==> src/design/aie_pkg.sv <==
// Shared types and constants for the arithmetic interval encoder.
// Used by every module of the block; has no dependencies of its own.
package aie_pkg;

    // Fraction width of the bounds and of the running interval
    localparam int FRAC_W = 32;
    // Width of the symbol code on the input stream
    localparam int SYM_W = 7;
    // Default table depth
    localparam int SYMBOL_COUNT_DEF = 128;
    // Entries in the queue between front and back
    localparam int QUEUE_DEPTH = 4;

    // Stream payload widths: symbol, bound_low, bound_high, padded to bytes
    localparam int IN_FIELDS_W = SYM_W + FRAC_W + FRAC_W + 1;
    localparam int IN_DATA_W   = ((IN_FIELDS_W + 7) / 8) * 8;
    localparam int OUT_DATA_W  = ((FRAC_W + 7) / 8) * 8;

    // 1.0 as an unsigned fraction
    localparam logic [FRAC_W:0] ONE_VALUE = {1'b1, {FRAC_W{1'b0}}};

    // Item kinds carried in tuser
    typedef enum logic {
        OP_WRITE  = 1'b0,
        OP_ENCODE = 1'b1
    } t_op;

    // Interval unit sequencer
    typedef enum logic {
        BK_IDLE,
        BK_ADD
    } t_back_state;

    // Looked-up encode item passed from front to back
    typedef struct packed {
        logic [FRAC_W-1:0] lo;
        logic [FRAC_W:0]   hi;
        logic              known;
        logic              last;
    } t_sym_item;

    // Queue fill status seen by both neighbours
    typedef struct packed {
        logic full;
        logic empty;
    } t_q_status;

endpackage

==> src/design/aie_queue.sv <==
// Short queue of looked-up encode items between front and back.
// Depends on aie_pkg for the item type and depth.
module aie_queue (
    input  logic               i_clk,
    input  logic               i_rst_n,
    input  logic               i_push,
    input  aie_pkg::t_sym_item i_item,
    input  logic               i_pop,
    output aie_pkg::t_sym_item o_head,
    output aie_pkg::t_q_status o_status
);

    localparam int DEPTH = aie_pkg::QUEUE_DEPTH;
    localparam int PTR_W = (DEPTH > 1) ? $clog2(DEPTH) : 1;
    localparam int CNT_W = $clog2(DEPTH + 1);

    aie_pkg::t_sym_item r_slot [DEPTH];
    logic [PTR_W-1:0]   r_wr_ptr;
    logic [PTR_W-1:0]   r_rd_ptr;
    logic [CNT_W-1:0]   r_count;
    logic               w_do_push;
    logic               w_do_pop;

    assign o_status.full  = (r_count == CNT_W'(DEPTH));
    assign o_status.empty = (r_count == '0);
    assign w_do_push      = i_push && !o_status.full;
    assign w_do_pop       = i_pop && !o_status.empty;
    assign o_head         = r_slot[r_rd_ptr];

    // Store an entry on push
    always_ff @(posedge i_clk) begin
        if (w_do_push) begin
            r_slot[r_wr_ptr] <= i_item;
        end
    end

    // Advance pointers and count
    always_ff @(posedge i_clk) begin
        if (!i_rst_n) begin
            r_wr_ptr <= '0;
            r_rd_ptr <= '0;
            r_count  <= '0;
        end else begin
            if (w_do_push) begin
                r_wr_ptr <= (r_wr_ptr == PTR_W'(DEPTH - 1)) ? '0 : r_wr_ptr + 1'b1;
            end
            if (w_do_pop) begin
                r_rd_ptr <= (r_rd_ptr == PTR_W'(DEPTH - 1)) ? '0 : r_rd_ptr + 1'b1;
            end
            if (w_do_push && !w_do_pop) begin
                r_count <= r_count + 1'b1;
            end else if (w_do_pop && !w_do_push) begin
                r_count <= r_count - 1'b1;
            end
        end
    end

endmodule

==> config.mk <==
export PLATFORM = sky130hd
export DESIGN_NAME = aie_queue
export DESIGN_NICKNAME = d
export VERILOG_FILES = /design/src/design/aie_pkg.sv /design/src/design/aie_queue.sv
export SDC_FILE = /design/constraint.sdc
export NUM_CORES = 1
export LEC_CHECK = 0
export ABC_AREA = 1
export BUFFER_PORTS_ARGS = -buffer_cell sky130_fd_sc_hd__buf_2
export CAP_MARGIN = 25
export CORE_UTILIZATION = 55
export DETAILED_ROUTE_END_ITERATION = 12
export GPL_TIMING_DRIVEN = 0
export PLACE_DENSITY = 0.77
export SKIP_LAST_GASP = 1
export SLEW_MARGIN = 25
export SYNTH_ARGS = -nofsm -noshare
export SYNTH_HDL_FRONTEND = slang
export SYNTH_SLANG_ARGS = --single-unit
==> constraint.sdc <==
create_clock -name i_clk -period 7.5 [get_ports i_clk]
set_input_delay 0 -clock i_clk [delete_from_list [all_inputs] [get_ports i_clk]]
set_output_delay 0 -clock i_clk [all_outputs]
set_load 0.03 [all_outputs]
==> Yosys cells after proc, flatten, opt, wreduce, memory -nomap -nowiden <==
Memory sizes are Yosys's and may differ from the RTL's. A register that Yosys moved wholly into a read port is not among the register bits.
Index checks and enable logic that the tools add are counted.
Widths: inputs -> output; s select.
{ "totals": {"reg_bits": 7, "output_inout_bits": 69, "n_memories": 1, "input_bits": 71, "ramBits": 268} }
{ "classes": {"n_addsub": 4, "reduce_logical": 10, "eq_ne": 3, "muxes": 8} }
{ "mem_list": {"columns": ["memory", "depth", "width", "rd", "rd_ports_with_merged_regs", "write_ports", "line", "text"], "rows": [
  ["r_slot", 4, 67, 1, 1, 1, "aie_queue.sv:17", "aie_pkg::t_sym_item r_slot [DEPTH];"]
]} }
{ "ops": {"columns": ["cell", "n"], "rows": [
  ["$mux 2", 4],
  ["$mux 3", 2],
  ["$add 2x1->2 const B", 2],
  ["$eq 2x2->1 const B", 2],
  ["$logic_and 1x1->1", 4],
  ["$logic_not 1->1", 4],
  ["$add 3x1->3 const B", 1],
  ["$eq 3x3->1 const B", 1],
  ["$logic_not 3->1", 1],
  ["$sub 3x1->3 const B", 1],
  ["$mux 1", 2],
  ["$reduce_bool 2->1", 1]
]} }

==> Logic depth before layout (Yosys ltp) <==
{ "depth": {"ltp_word": 7, "mapped_depth": 13, "ltp_nobuf": 13} }

==> Worst setup path before layout <==
OpenSTA, ideal clock, no wires.
{ "synth_timing": {"path_kind": "reg-to-reg", "start": "register r_count[1]", "end": "memory r_slot[0][0] (netlist bit) (enable)", "setup_ps": 493, "t_arrival_ps": 3477, "t_required_ps": 7007, "setup_slack_ps": 3531, "path_stages_with_launch": 5, "cell_sequence": "dfxtp_1 > nor2_1 > nand2_1 > nand2_1 > nor2_1"} }
{ "synth_between": {"elab_chain_cells": 5} }
{ "synth_lines": {"columns": ["item", "line", "text"], "rows": [
  ["start, declared", "aie_queue.sv:20", "logic [CNT_W-1:0] r_count;"],
  ["start signal, assigned", "aie_queue.sv:51", "r_count <= r_count + 1'b1;"],
  ["start signal, assigned", "aie_queue.sv:53", "r_count <= r_count - 1'b1;"],
  ["$eq 3x3->1", "aie_queue.sv:24", "assign o_status.full = (r_count == CNT_W'(DEPTH));"],
  ["$logic_not 1->1", "aie_queue.sv:26", "assign w_do_push = i_push && !o_status.full;"],
  ["$logic_and 1x1->1", "aie_queue.sv:26", null],
  ["$mux 1", "aie_queue.sv:32", "if (w_do_push) begin"],
  ["$mux 1 (not written as such)", "aie_queue.sv:33", "r_slot[r_wr_ptr] <= i_item;"],
  ["end, declared", "aie_queue.sv:17", null]
]} }
No other way between the ends.

==> Worst setup path after layout <==
{ "layout_timing": {"start": "register r_count[1]", "end": "memory r_slot[3][23] (netlist bit) (enable)"} }
Same word-level chain as after synthesis.

==> metrics.yaml <==
path_class: "reg2reg"
rsz0062_at_grt: "no"
path_max_fanout: 18
num_vias: 6795
place.gp.congestion: 0.7142
io_pins: 140
port_buffers: 139
clock_latency_ns: 0.52
grt_pass1_vias: 6867
fin_nets: 1049
area.sequential_um2: 8228
post-place-ws_ns: 5.239
ys_types: 22
antenna_cells: 0
cts_tree: "built"
hold_path.class: "in2reg"
grt_usage: 0.2358
fin_crit_ns: 2.262
cts_max_path_buffers: 3
wire_per_inst_um: 18.68
final_cell_mix: "268 x edfxtp_1, 153 x buf_2, 147 x nor2_1"
initialDrtViolationCount: 431
fillers: 1225
antenna_found_initial: 0
die_width_um: 139.8
hold_violations: 0
grt.overflow.total: 0
period_share: 0.3016
post_cts_buffers: 0
die_height_um: 139.8
multi_input_area_um2: 1877
power_density_nw_per_um2: 364.1
status: "finished clean"
routed_wl_um: 22830
netlist_area_um2: 10440
grt_max_degree: 23
critPathRequiredTime_ns: 7.72
fin_ws_ns: 5.238
coreArea_um2: 18640
initial_core_util: 0.5598
syn-num-nets: 798
remaining_drc_errors: 0
synth_top_area_cell: "edfxtp_1"
ys_seq_elements: 277
dp_hpwl_um: 14010
slew_headroom: 0.5443
cts.sinks: 277
p_leak_nw: 4.847
synth_cells: 720
tightest_slew_ns: 0.6819
cp-start-kind: "flop"
dpl_cell_area_um2: 11760
yosysSeqAreaShare: 0.7884
final_antenna_net_count: 0
die-area_um2: 19530
crit_arrival_ns: 2.48
drv_slew: 0
final.setup.tns_ns: 0
yosys_warnings: 0
avgSynthCellArea_um2: 14.49
drive_gt1_frac: 0.2318
firstDrtPassIters: 4
synth_top_area_frac: 0.7711
ys_top_cells_by_area: "edfxtp_1 77%, o21ai_0 6.4%, nor2_1 5.4%"
clk_pin_slew_ns: 0.06
num_rows: 50
htreeDepth: 1
grt_pass1_wl_um: 35300
crit_path_end_kind: "flop"
areaGrowthSynthToFinish_pct: 27.52
final_area_um2: 13310
fin_skew_ns: 0.006617
numCtsBuffers: 27
ctsResizeCount: 0
maxCapViolCount: 0
final_common_cell: "edfxtp_1"
ir_drop_uv: 272.2
max_freq_ghz: 0.4420
viasPerCell: 5.561
setup_violations: 0
root_buffer: "clkbuf_16"
cell type report:
cell class | count | area share
inverters | 19 | 0.005735
multi-input cells | 381 | 0.1410
well taps | 234 | 0.02200
repair buffers | 222 | 0.1288
flip-flops and latches | 277 | 0.6183
clock inverters | 15 | 0.01081
plain buffers | 43 | 0.02144
clock buffers | 31 | 0.05190
Yosys cell counts, drive strengths merged:
| library cell | count |
|---|---|
| ha | 6 |
| nand2 | 15 |
| clkbuf | 18 |
| o21ai | 136 |
| fa | 1 |
| nand3b | 1 |
| nor2 | 151 |
| edfxtp | 268 |
| nand4 | 1 |
| buf | 25 |
| inv | 19 |
| a21oi | 2 |
| dfxtp | 9 |
| nand3 | 1 |
| o22ai | 67 |
path summary, 6_finish.rpt:
check	startpoint	cells past startpoint	slack (ns)	to
max	r_count[1]$_SDFFE_PN0P_	6	5.24	r_slot[3][23]$_DFFE_PP_
min	i_item[66]	2	0.24	r_slot[3][66]$_DFFE_PP_
max reg2reg	r_count[1]$_SDFFE_PN0P_	6	5.24	r_slot[3][23]$_DFFE_PP_
min reg2reg	r_count[0]$_SDFFE_PN0P_	2	0.51	r_count[0]$_SDFFE_PN0P_
layer usage:
metal / GRT usage / vias up / share of wire / routed length [um]
met1: 0.3102 / 3318 / 0.42 / 9487
li1: - / 3191 / - / -
met5: 0 / - / 0 / 0
met3: 0.03613 / 34 / 0.057 / 1304
met2: 0.4074 / 252 / 0.51 / 11580
met4: 0.07114 / 0 / 0.020 / 457
state kept, by name, indices dropped and copies added (netlist names), named ones only:
signal	cells
r_slot	268
r_count	3
r_rd_ptr	2
r_wr_ptr	2
worst max-delay path: stages (launching register included):
cell and delay [ns]:
dfxtp_1 0.39, nor2_1 0.09, nand2_1 0.13, nand2_1 0.30, nor2_4 0.64, buf_16 0.24, buf_16 0.17
timing repair:
action / in CTS / in global routing
setup endpoints to repair: 0 / 0
endpoints found under the hold margin: 277 / 0
hold buffers: 71 / 0
logic make-up (layout without fill, tap and decap cells):
family | count (synthesis) | count (layout) | share of synthesized area
DFF | 277 | 277 | 0.7884
AOI/OAI and AO/OA | 205 | 205 | 0.1063
and+or+nand+nor | 169 | 169 | 0.06150
buffers and inverters | 62 | 330 | 0.03465
adders and majority gates | 7 | 7 | 0.009112
power by group:
group	switching, W	leakage (nW)	internal [W]
Combinational	0.00114	1.90	0.000489
Sequential	0.0000454	2.53	0.00188
Clock	0.000532	0.415	0.000756
Total	0.00172	4.85	0.00313
per-stage QoR:
step | hold slack (ns) | total power, W | utilization | std cells
floorplan | 0.09887 | 0.003014 | - | 720
global placement | 0.2134 | 0.003493 | 0.6128 | 1093
detailed placement | 0.2159 | 0.003556 | 0.6309 | 1105
CTS | 0.2191 | 0.004862 | 0.7138 | 1222
global route | 0.2351 | 0.005054 | 0.7138 | 1222
finish | 0.2361 | 0.004845 | 0.7138 | 1222
Note: power is estimated with default switching activity, not from simulation.
